==> src/hw/rtl/acm_pkg.sv <==
`timescale 1ns / 1ps
package acm_pkg;

    localparam int DEF_MAX_NODES     = 1024;
    localparam int DEF_ALPHABET_SIZE = 26;
    localparam int MAX_PATTERNS      = 64;
    localparam int PAT_W             = 6;
    localparam int POS_W             = 16;

    // Pattern reference as stored: bit 6 set means no pattern
    localparam logic [PAT_W:0] PAT_NONE = 7'h40;

    localparam logic [1:0] OP_LOAD  = 2'd0;
    localparam logic [1:0] OP_BUILD = 2'd1;
    localparam logic [1:0] OP_TEXT  = 2'd2;

    typedef enum logic [2:0] {
        STAT_MATCH     = 3'd0,
        STAT_NO_MATCH  = 3'd1,
        STAT_DONE      = 3'd2,
        STAT_OVERFLOW  = 3'd3,
        STAT_NOT_BUILT = 3'd4
    } t_status;

    typedef struct packed {
        logic    clr_step;
        logic    accept;
        logic    bf_init;
        logic    tx_start;
        logic    sc_root;
        logic    ld_read;
        logic    ld_update;
        logic    ld_pat;
        logic    bf_pop;
        logic    bf_node;
        logic    bf_fail;
        logic    bf_read;
        logic    bf_eval;
        logic    bf_link;
        logic    sc_read;
        logic    sc_node;
        logic    sc_end;
        logic    walk_adv;
        logic    emit;
        logic    last;
        t_status status;
    } t_cmd;

    typedef struct packed {
        logic in_char_ok;
        logic built;
        logic ovf;
        logic ld_more;
        logic q_empty;
        logic ed_zero;
        logic i_last;
        logic end_none;
        logic chain_none;
        logic out_free;
        logic clr_done;
    } t_sts;

endpackage

==> src/hw/rtl/acm_ctrl.sv <==
`timescale 1ns / 1ps
module acm_ctrl (
    input  logic          i_clk,
    input  logic          i_rst_n,
    input  logic          i_in_valid,
    input  logic [1:0]    i_opcode,
    input  acm_pkg::t_sts i_sts,
    output logic          o_in_stall,
    output acm_pkg::t_cmd o_cmd
);

    typedef enum logic [15:0] {
        S_CLEAR   = 16'h0001,
        S_IDLE    = 16'h0002,
        S_LD_RD   = 16'h0004,
        S_LD_CHK  = 16'h0008,
        S_LD_PAT  = 16'h0010,
        S_BF_POP  = 16'h0020,
        S_BF_NODE = 16'h0040,
        S_BF_FAIL = 16'h0080,
        S_BF_RD   = 16'h0100,
        S_BF_EVAL = 16'h0200,
        S_BF_LINK = 16'h0400,
        S_SC_RD   = 16'h0800,
        S_SC_NODE = 16'h1000,
        S_SC_END  = 16'h2000,
        S_WALK    = 16'h4000,
        S_EMIT    = 16'h8000
    } t_state;

    t_state           r_state, n_state;
    acm_pkg::t_status r_code, n_code;
    acm_pkg::t_cmd    w_cmd;

    always_comb begin
        n_state = r_state;
        n_code  = r_code;
        w_cmd   = '0;
        unique case (r_state)
            S_CLEAR: begin
                w_cmd.clr_step = 1'b1;
                if (i_sts.clr_done) n_state = S_IDLE;
            end
            S_IDLE: begin
                if (i_in_valid) begin
                    w_cmd.accept = 1'b1;
                    unique case (i_opcode)
                        acm_pkg::OP_LOAD: begin
                            if (!i_sts.built && !i_sts.ovf && i_sts.in_char_ok)
                                n_state = S_LD_RD;
                        end
                        acm_pkg::OP_BUILD: begin
                            if (i_sts.built) begin
                                n_code  = i_sts.ovf ? acm_pkg::STAT_OVERFLOW
                                                    : acm_pkg::STAT_DONE;
                                n_state = S_EMIT;
                            end else begin
                                w_cmd.bf_init = 1'b1;
                                n_state       = S_BF_POP;
                            end
                        end
                        acm_pkg::OP_TEXT: begin
                            if (!i_sts.built) begin
                                n_code  = acm_pkg::STAT_NOT_BUILT;
                                n_state = S_EMIT;
                            end else begin
                                w_cmd.tx_start = 1'b1;
                                if (i_sts.in_char_ok) begin
                                    n_state = S_SC_RD;
                                end else begin
                                    w_cmd.sc_root = 1'b1;
                                    n_code        = acm_pkg::STAT_NO_MATCH;
                                    n_state       = S_EMIT;
                                end
                            end
                        end
                        default: ;
                    endcase
                end
            end
            S_LD_RD: begin
                w_cmd.ld_read = 1'b1;
                n_state       = S_LD_CHK;
            end
            S_LD_CHK: begin
                w_cmd.ld_update = 1'b1;
                n_state         = i_sts.ld_more ? S_LD_PAT : S_IDLE;
            end
            S_LD_PAT: begin
                w_cmd.ld_pat = 1'b1;
                n_state      = S_IDLE;
            end
            S_BF_POP: begin
                w_cmd.bf_pop = 1'b1;
                if (i_sts.q_empty) begin
                    n_code  = i_sts.ovf ? acm_pkg::STAT_OVERFLOW : acm_pkg::STAT_DONE;
                    n_state = S_EMIT;
                end else begin
                    n_state = S_BF_NODE;
                end
            end
            S_BF_NODE: begin
                w_cmd.bf_node = 1'b1;
                n_state       = S_BF_FAIL;
            end
            S_BF_FAIL: begin
                w_cmd.bf_fail = 1'b1;
                n_state       = S_BF_RD;
            end
            S_BF_RD: begin
                w_cmd.bf_read = 1'b1;
                n_state       = S_BF_EVAL;
            end
            S_BF_EVAL: begin
                w_cmd.bf_eval = 1'b1;
                if (!i_sts.ed_zero) n_state = S_BF_LINK;
                else                n_state = i_sts.i_last ? S_BF_POP : S_BF_RD;
            end
            S_BF_LINK: begin
                w_cmd.bf_link = 1'b1;
                n_state       = i_sts.i_last ? S_BF_POP : S_BF_RD;
            end
            S_SC_RD: begin
                w_cmd.sc_read = 1'b1;
                n_state       = S_SC_NODE;
            end
            S_SC_NODE: begin
                w_cmd.sc_node = 1'b1;
                n_state       = S_SC_END;
            end
            S_SC_END: begin
                w_cmd.sc_end = 1'b1;
                if (i_sts.end_none) begin
                    n_code  = acm_pkg::STAT_NO_MATCH;
                    n_state = S_EMIT;
                end else begin
                    n_state = S_WALK;
                end
            end
            S_WALK: begin
                w_cmd.status = acm_pkg::STAT_MATCH;
                w_cmd.last   = i_sts.chain_none;
                if (i_sts.out_free) begin
                    w_cmd.emit = 1'b1;
                    if (i_sts.chain_none) n_state = S_IDLE;
                    else                  w_cmd.walk_adv = 1'b1;
                end
            end
            S_EMIT: begin
                w_cmd.status = r_code;
                w_cmd.last   = 1'b1;
                if (i_sts.out_free) begin
                    w_cmd.emit = 1'b1;
                    n_state    = S_IDLE;
                end
            end
            default: n_state = S_CLEAR;
        endcase
    end

    always_ff @(posedge i_clk) begin
        if (!i_rst_n) begin
            r_state <= S_CLEAR;
            r_code  <= acm_pkg::STAT_DONE;
        end else begin
            r_state <= n_state;
            r_code  <= n_code;
        end
    end

    assign o_in_stall = (r_state != S_IDLE);
    assign o_cmd      = w_cmd;

endmodule

==> config.mk <==
export PLATFORM = sky130hd
export DESIGN_NAME = acm_ctrl
export DESIGN_NICKNAME = d
export VERILOG_FILES = /design/src/hw/rtl/acm_pkg.sv /design/src/hw/rtl/acm_ctrl.sv
export SDC_FILE = /design/constraint.sdc
export NUM_CORES = 1
export LEC_CHECK = 0
export ABC_AREA = 1
export BUFFER_PORTS_ARGS = -buffer_cell sky130_fd_sc_hd__buf_4
export CAP_MARGIN = 20
export CORE_MARGIN = 2
export CORE_UTILIZATION = 45
export DETAILED_ROUTE_END_ITERATION = 8
export MAX_ROUTING_LAYER = met4
export PLACE_DENSITY = 0.84
export SYNTH_ARGS = -nofsm -noshare
export SYNTH_HDL_FRONTEND = slang
export SYNTH_SLANG_ARGS = --single-unit
==> constraint.sdc <==
create_clock -name i_clk -period 1.4 [get_ports i_clk]
set_clock_uncertainty 0.1 [all_clocks]
set_input_delay 0.07 -clock i_clk [delete_from_list [all_inputs] [get_ports i_clk]]
set_output_delay 0.07 -clock i_clk [all_outputs]
set_load 0.01 [all_outputs]
==> results by group, run 1 <==
Status
  • Run status: finished with violations
  • Violations in the final reports: setup timing

Synthesis
  • Cell taking the most area after synthesis: sky130_fd_sc_hd__dfxtp_1
  • Post-synth EDFFs: 0
  • Top cells by area in the synthesized netlist: sky130_fd_sc_hd__dfxtp_1, sky130_fd_sc_hd__nand2_1, sky130_fd_sc_hd__nor2_1
  • Combinational family with the most area after synthesis: simple AND/OR/NAND/NOR gates
  • Net Count, Synth: approximately 280
  • Average cell area after synthesis: 6.036 um2
  • Synthesis Warnings: 0
  • Main synth FF type: sky130_fd_sc_hd__dfxtp_1
  • Fraction of the mapped netlist area in simple logic gates: 53.12%
  • Seq cells post-synth: 19
  • Synth cell types: 26
  • Async set or reset register ratio after synthesis: 0%
  • Cells after synthesis: 256
  • Netlist area before placement: 1545 um2
  • Synthesized-area fraction occupied by adder cells: ~2.4%
  • Compound-cell area share of the yosys netlist: under 10%
  • Xor and xnor area share after synthesis: 0%
  • Area share of the largest cell type after synthesis: 24.62%
  • Mux cell area share after synthesis: 0%
  • Proportion of synthesized chip area in sequential cells: 24.62%

Layout
  • Antenna Diode Count: 0
  • Share of cells above drive strength 1: between 60 and 70%
  • Area occupied by multi-input gates: roughly 1300 um2
  • Layout overhead on the synthesized area: 86.23%
  • Utilization after layout: 86.92%
  • Fin nets: 382
  • Filler cells: between 150 and 200
  • Final instance count without filler cells: 408
  • Register area: 405.4 um2
  • Finished Cell Area: 2878 um2

GRT
  • Overflow left after global routing: 0
  • Number of antenna violations at the first check in global routing: 0
  • Aggregate global-route resource usage: 29.58%
  • Pin count of the biggest net entering global routing: 14
  • First-pass GRT wire length: 9.066 mm
  • Via count of the first global-routing pass: 2,092

Power and ir drop
  • Worst IR drop on VDD: about 0.54 mV
  • Design Power: 2.119 mW
  • Power density over cell area: 736.5 nW/um2
  • Cell leakage power: 1.478 nW

Clock network
  • Clock Sink Count: 19
  • H-tree Lvls: 1
  • Number of clock buffers inserted by TritonCTS: 3
  • Clock latency on the worst-skew pair: roughly 0.32 ns
  • Clock tree from TritonCTS: done
  • Maximum root-to-sink buffer count: 2
  • CTS Root Buffer Type: sky130_fd_sc_hd__clkbuf_4
  • CTS clk-pin slew, worst paths: 0.13 ns

Place
  • Gp weighted congestion: between 0.9 and 1
  • Placed Cells: 374
  • Worst slack after detailed placement: -0.2157 ns
  • Detailed placer's ending HPWL: 3.315 mm
  • I/O Buffers: 39
  • Cell Area, Placed: 2205 um2

Timing
  • Final critical delay including setup and external delays: between 1.5 and 2 ns
  • Final setup fails: 41
  • Maximum frequency from static timing analysis: 535.2 MHz
  • Hold Slack: 0.02669 ns
  • Final period utilization: 133.5%
  • Count of final max-slew check failures: 0
  • Remaining max-slew budget at the tightest pin: 57.78%
  • Post-route setup TNS: -13.59 ns
  • Worst setup slack after layout: -0.4684 ns
  • Worst-margin pin slew: 0.6326 ns
  • Total count of hold-check failures in the final report: 0
  • RSZ-0062 raised after global routing: yes

Critical path
  • CP startpoint kind: flip-flop
  • Crit Path Max Fanout: 3
  • Type of destination of the critical path: primary output
  • Worst path required time: ~1.2 ns
  • Critical path buffer and inverter count: 3
  • Worst Path Arrival: about 1.7 ns
  • Setup CP Type: reg -> out
  • Critical-path cell with the highest stage delay: sky130_fd_sc_hd__dfxtp_2
  • Top Family by Delay on Critical Path: simple AND/OR/NAND/NOR gates
  • Slowest cell delay on critical path: 0.37 ns
  • Critical-path cell list: nor2_4, nand3_2, nor2_4, nand2_4, nor2_4, buf_4, buf_6, buf_6
  • Most numerous cell on the critical path: sky130_fd_sc_hd__nor2_4

Worst hold path
  • Class of the most critical hold timing path: in -> reg

Route
  • Length of the first detailed-routing pass in iterations: 6
  • Via density per instance: 5.510
  • Total length of routed wires: 7.081 mm
  • DRC violation total after the first TritonRoute iteration: 243
  • Vias after detailed routing: 2,248
  • Number of design rule violations left after detail routing: 0
  • Post-detailed-route count of antenna-violating nets: 0
  • Routed len/inst: 17.36 um

Floorplan
  • Io pins: 40
  • Overall die width: 62.60 um
  • Num rows: 21
  • Area inside the core boundary: 3311 um2
  • Die ar.: 3919 um2
  • Floorplan die height: 62.60 um
  • Starting density of the core: 46.67%

Run
  • Max-capacitance violation count: 0
cell usage after synthesis, types with 4 or more instances:
master / n
sky130_fd_sc_hd__a21oi_1: 6
sky130_fd_sc_hd__dfxtp_1: 19
sky130_fd_sc_hd__inv_1: 40
sky130_fd_sc_hd__inv_2: 5
sky130_fd_sc_hd__nand2_1: 58
sky130_fd_sc_hd__nand2_2: 6
sky130_fd_sc_hd__nand2_4: 4
sky130_fd_sc_hd__nand3_1: 25
sky130_fd_sc_hd__nor2_1: 47
sky130_fd_sc_hd__nor2_2: 8
sky130_fd_sc_hd__nor2_4: 6
sky130_fd_sc_hd__nor3_1: 4
sky130_fd_sc_hd__o21ai_0: 5
sky130_fd_sc_hd__o21ai_1: 4
layer usage:
layer / vias to the layer above / wire length (um) / track usage, %
li1: 995 / - / -
met1: 1025 / 2521 / 31.77
met2: 176 / 3519 / 52.02
met3: 52 / 543 / 5.045
met4: 0 / 497 / 15.56
met5: - / 0 / -
cells in the final DEF, fill, tap and decap left out, drive strengths merged, types with 4 or more instances in the layout:
cell type | netlist | final
buf | 2 | 102
nand2 | 68 | 68
nor2 | 62 | 62
inv | 45 | 46
nand3 | 27 | 27
dfxtp | 19 | 19
o21ai | 9 | 9
a21oi | 8 | 8
nor3 | 4 | 4
cell families (layout without fill, tap and decap cells):
logic type	count (synthesis)	count (layout)
AND/OR/NAND/NOR	166	166
flip-flops	19	19
buffers and inverters	50	156
AO/OA/AOI/OAI	18	18
adder cells (fa/ha/maj)	3	3
final timing paths:
kind                       to  startpoint  cells after the start  slack [ns]
setup / recovery    o_cmd[21]  r_state[3]                      8       -0.47
hold / removal    r_state[14]    i_sts[3]                      5        0.03
setup reg to reg  r_state[11]  r_state[3]                     12       -0.43
hold reg to reg     r_code[1]   r_code[1]                      2        0.40
worst reg2reg max path: cells and delay by family (launching register included):
| family | cells | cell delay [ns] |
|---|---|---|
| AND/OR/NAND/NOR | 10 | 1.08 |
| flip-flops | 1 | 0.37 |
| buffers and inverters | 2 | 0.20 |
power breakdown:
group          internal, mW  total [mW]  switching [mW]
clock network         0.107       0.309           0.202
logic                 0.483        1.18           0.696
registers             0.584       0.631          0.0476
total                  1.17        2.12           0.946
registers in the layout, indices dropped and copies added (netlist names):
register  count
r_state      16
r_code        3
area by class of cell:
| cell class | count | area share (%) |
|---|---|---|
| sequential | 19 | 14.09 |
| multi-input combinational | 187 | 43.83 |
| inverter | 47 | 6.739 |
| timing repair buffer | 105 | 32.39 |
| clock buffer | 3 | 0.7826 |
| tap | 46 | 2.000 |
| clock inverter | 1 | 0.1739 |
what timing repair did:
item | 4_1_cts | 5_1_grt
hold buffers | 3 | 0
setup endpoints to repair | 38 | 40
hold endpoints to repair | 8 | 0
pin swaps | 26 | 19
gates cloned | 0 | 0
resized for setup | 77 | 51
setup buffers | 24 | 8
No activity file was read; power rests on OpenSTA's default activity.
==> run 2, diff against run 1 <==
--- a/config.mk
+++ b/config.mk
@@ -12,7 +12,8 @@
 export CORE_UTILIZATION = 45
 export DETAILED_ROUTE_END_ITERATION = 8
 export MAX_ROUTING_LAYER = met4
-export PLACE_DENSITY = 0.84
+export PLACE_DENSITY = 0.7
+export SLEW_MARGIN = 20
 export SYNTH_ARGS = -nofsm -noshare
 export SYNTH_HDL_FRONTEND = slang
 export SYNTH_SLANG_ARGS = --single-unit
==> constraint.sdc (replaced) <==
create_clock -name i_clk -period 2.2 [get_ports i_clk]
set_clock_uncertainty 0.1 [all_clocks]
set_input_delay 0.11 -clock i_clk [delete_from_list [all_inputs] [get_ports i_clk]]
set_output_delay 0.11 -clock i_clk [all_outputs]
set_load 0.01 [all_outputs]
==> run 2 against run 1 <==
The flow now finishes without violations. First-iteration DRC count is 78% lower. Via count fell by 27%. Critical path depth shrank 2. Worst hold slack worse by 0.014 ns. Core utilization decreased by 28 points. Clock-buffer cell count increased by 1. Routed wire length fell by 46%. Non-clock buffer count shrank 59. Combinational power fell by 67%. Clock power decreased by 39%. Worst setup slack better by 0.72 ns. Critical path type unchanged. Largest power group is now sequential cells.
==> results by group, run 2 (synthesis results as in run 1) <==
Floorplan
  • Starting density of the core: 46.67%
  • Die ar.: just under 4000 um2
  • Io pins: 40
  • Floorplan die height: 62.60 um
  • Num rows: 21
  • Area inside the core boundary: 3311 um2
  • Overall die width: 62.60 um

Critical path
  • Worst path required time: 1.99 ns
  • Reg-to-reg startpoint: r_state[1]
  • Worst Path Arrival: 1.74 ns
  • CP Capture Point: o_cmd[3]
  • Type of destination of the critical path: primary output
  • Crit Path Max Fanout: 12
  • Worst Reg-to-Reg Cells: 10
  • CP startpoint kind: flip-flop
  • Worst reg2reg setup slack: about 0.37 ns
  • Capture point of the worst reg-to-reg path: r_code[2]
  • Origin of the worst setup path: r_state[1]
  • Setup CP Type: reg -> out

Route
  • Length of the first detailed-routing pass in iterations: 4
  • Post-detailed-route count of antenna-violating nets: 0
  • Number of design rule violations left after detail routing: 0
  • Total length of routed wires: 3.814 mm
  • Vias after detailed routing: 1,642
  • DRC violation total after the first TritonRoute iteration: 53
  • Routed len/inst: approximately 11 um
  • Via density per instance: 4.705

Timing
  • Total count of hold-check failures in the final report: 0
  • Final setup fails: 0
  • Worst-margin pin slew: 0.5224 ns
  • Hold Slack: 0.01293 ns
  • Count of final max-slew check failures: 0
  • Worst setup slack after layout: 0.2523 ns
  • Remaining max-slew budget at the tightest pin: roughly two thirds
  • RSZ-0062 raised after global routing: no
  • Maximum frequency from static timing analysis: 513.4 MHz
  • Post-route setup TNS: 0 ns
  • Final period utilization: 88.53%
  • Final critical delay including setup and external delays: 1.948 ns

Layout
  • Most flop-heavy register: r_state
  • Fin nets: 323
  • Layout overhead on the synthesized area: 26.48%
  • Share of cells above drive strength 1: 26.40%
  • Most common library cell in the layout ignoring fill and taps: sky130_fd_sc_hd__nand2_1
  • Antenna Diode Count: 0
  • Finished Cell Area: between 1500 and 2000 um2
  • Filler cells: between 300 and 400
  • Register area: between 300 and 400 um2
  • Area occupied by multi-input gates: 958.4 um2
  • Leading cell types in the layout, fill and taps excluded: sky130_fd_sc_hd__nand2_1, sky130_fd_sc_hd__nor2_1, sky130_fd_sc_hd__buf_4
  • Largest register FFs: 16
  • Registers with the highest flip-flop counts: r_state x16, r_code x3

GRT
  • Number of antenna violations at the first check in global routing: 0
  • Pin count of the biggest net entering global routing: 16
  • First-pass GRT wire length: ~6.7 mm
  • Overflow left after global routing: 0
  • Via count of the first global-routing pass: 1,583
  • Aggregate global-route resource usage: 21.59%

Power and ir drop
  • Worst IR drop on VDD: 0.2685 mV
  • Power density over cell area: between 400 and 500 nW/um2
  • Design Power: 0.9549 mW
  • Cell leakage power: 1.089 nW

Clock network
  • CTS clk-pin slew, worst paths: approximately 0.11 ns
  • CTS Root Buffer Type: sky130_fd_sc_hd__clkbuf_4
  • Clock Sink Count: 19
  • H-tree Lvls: 1
  • Number of clock buffers inserted by TritonCTS: 3
  • Maximum root-to-sink buffer count: 2
  • Clock latency on the worst-skew pair: 0.30 ns
  • Clock tree from TritonCTS: done

Status
  • Run status: finished, final reports clean

Place
  • Gp weighted congestion: 0.8415
  • Worst slack after detailed placement: between 0.3 and 0.4 ns
  • Cell Area, Placed: about 1900 um2
  • I/O Buffers: 39
  • Detailed placer's ending HPWL: 3.058 mm

Worst hold path
  • Class of the most critical hold timing path: in -> reg
  • Hold Crit Depth: 4

Run
  • Max-capacitance violation count: 0
## run 2: cell count changes in the layout (fill, tap and decap cells not counted), moves of 7 or more
| cell | previous run | this run |
|---|---|---|
| sky130_fd_sc_hd__nand2_4 | 12 | 4 |
| sky130_fd_sc_hd__dfxtp_2 | 14 | 0 |
| sky130_fd_sc_hd__buf_6 | 31 | 0 |
| sky130_fd_sc_hd__inv_1 | 32 | 40 |
| sky130_fd_sc_hd__nand2_2 | 13 | 6 |
| sky130_fd_sc_hd__buf_4 | 69 | 42 |
| sky130_fd_sc_hd__nor2_1 | 26 | 47 |
| sky130_fd_sc_hd__dfxtp_1 | 3 | 19 |
| sky130_fd_sc_hd__nand2_1 | 41 | 58 |
| sky130_fd_sc_hd__nand3_2 | 9 | 2 |
| sky130_fd_sc_hd__nand3_1 | 18 | 25 |
| sky130_fd_sc_hd__nor2_4 | 21 | 6 |
## run 2: worst min-delay path by stage
stage	to	from	slack (ns)
detailed placement	r_state[10]	i_sts[5]	0.21
global route	r_state[14]	i_sts[3]	0.02
floorplan	r_state[10]	i_sts[5]	0.09
global placement	r_state[10]	i_sts[5]	0.21
finish	r_state[14]	i_sts[3]	0.01
CTS	r_state[14]	i_sts[3]	0.007
## run 2: power by group
group | total [mW] | switching, mW | internal, mW | leakage [nW]
Sequential | 0.384 | 0.0186 | 0.366 | 0.154
Clock | 0.187 | 0.116 | 0.0707 | 0.0150
Combinational | 0.384 | 0.240 | 0.144 | 0.921
Total | 0.955 | 0.375 | 0.580 | 1.09
## run 2: layer usage
layer | global-route usage, % | wire, um | part of all wire [%] | vias to the layer above
met5 | - | 0 | 0 | -
met4 | 9.444 | 97 | 2.5 | 0
met3 | 2.883 | 134 | 3.5 | 9
met2 | 36.16 | 1724 | 45 | 37
met1 | 25.95 | 1858 | 49 | 716
li1 | - | - | - | 880
## run 2: cell type report
class                           instances  share of cell area [%]
Inverter                               47                   9.027
Sequential cell                        19                   19.46
Timing Repair Buffer                   46                   18.18
Tap cell                               46                   2.945
Multi-Input combinational cell        187                   49.04
Clock buffer                            4                   1.344
## run 2: repair_timing
item,CTS,global route
endpoints found under the hold margin,7,0
resized for setup,0,0
setup buffers,0,3
hold buffers,4,0
endpoints found under the setup margin,0,1
## run 2: per-stage QoR
stage,std cells,utilization [%]
after floorplan,256,-
after global placement,338,56.35
after detailed placement,338,56.35
after CTS,346,58.35
after global routing,349,59.03
final,349,59.03
## run 2: critical path, stage by stage (launching register included)
cell                      delay, ns
sky130_fd_sc_hd__dfxtp_1       0.37
sky130_fd_sc_hd__nor2_2        0.16
sky130_fd_sc_hd__nand2_2       0.13
sky130_fd_sc_hd__nor2_4        0.28
sky130_fd_sc_hd__o21ai_1       0.20
sky130_fd_sc_hd__a21oi_1       0.16
sky130_fd_sc_hd__buf_4         0.13
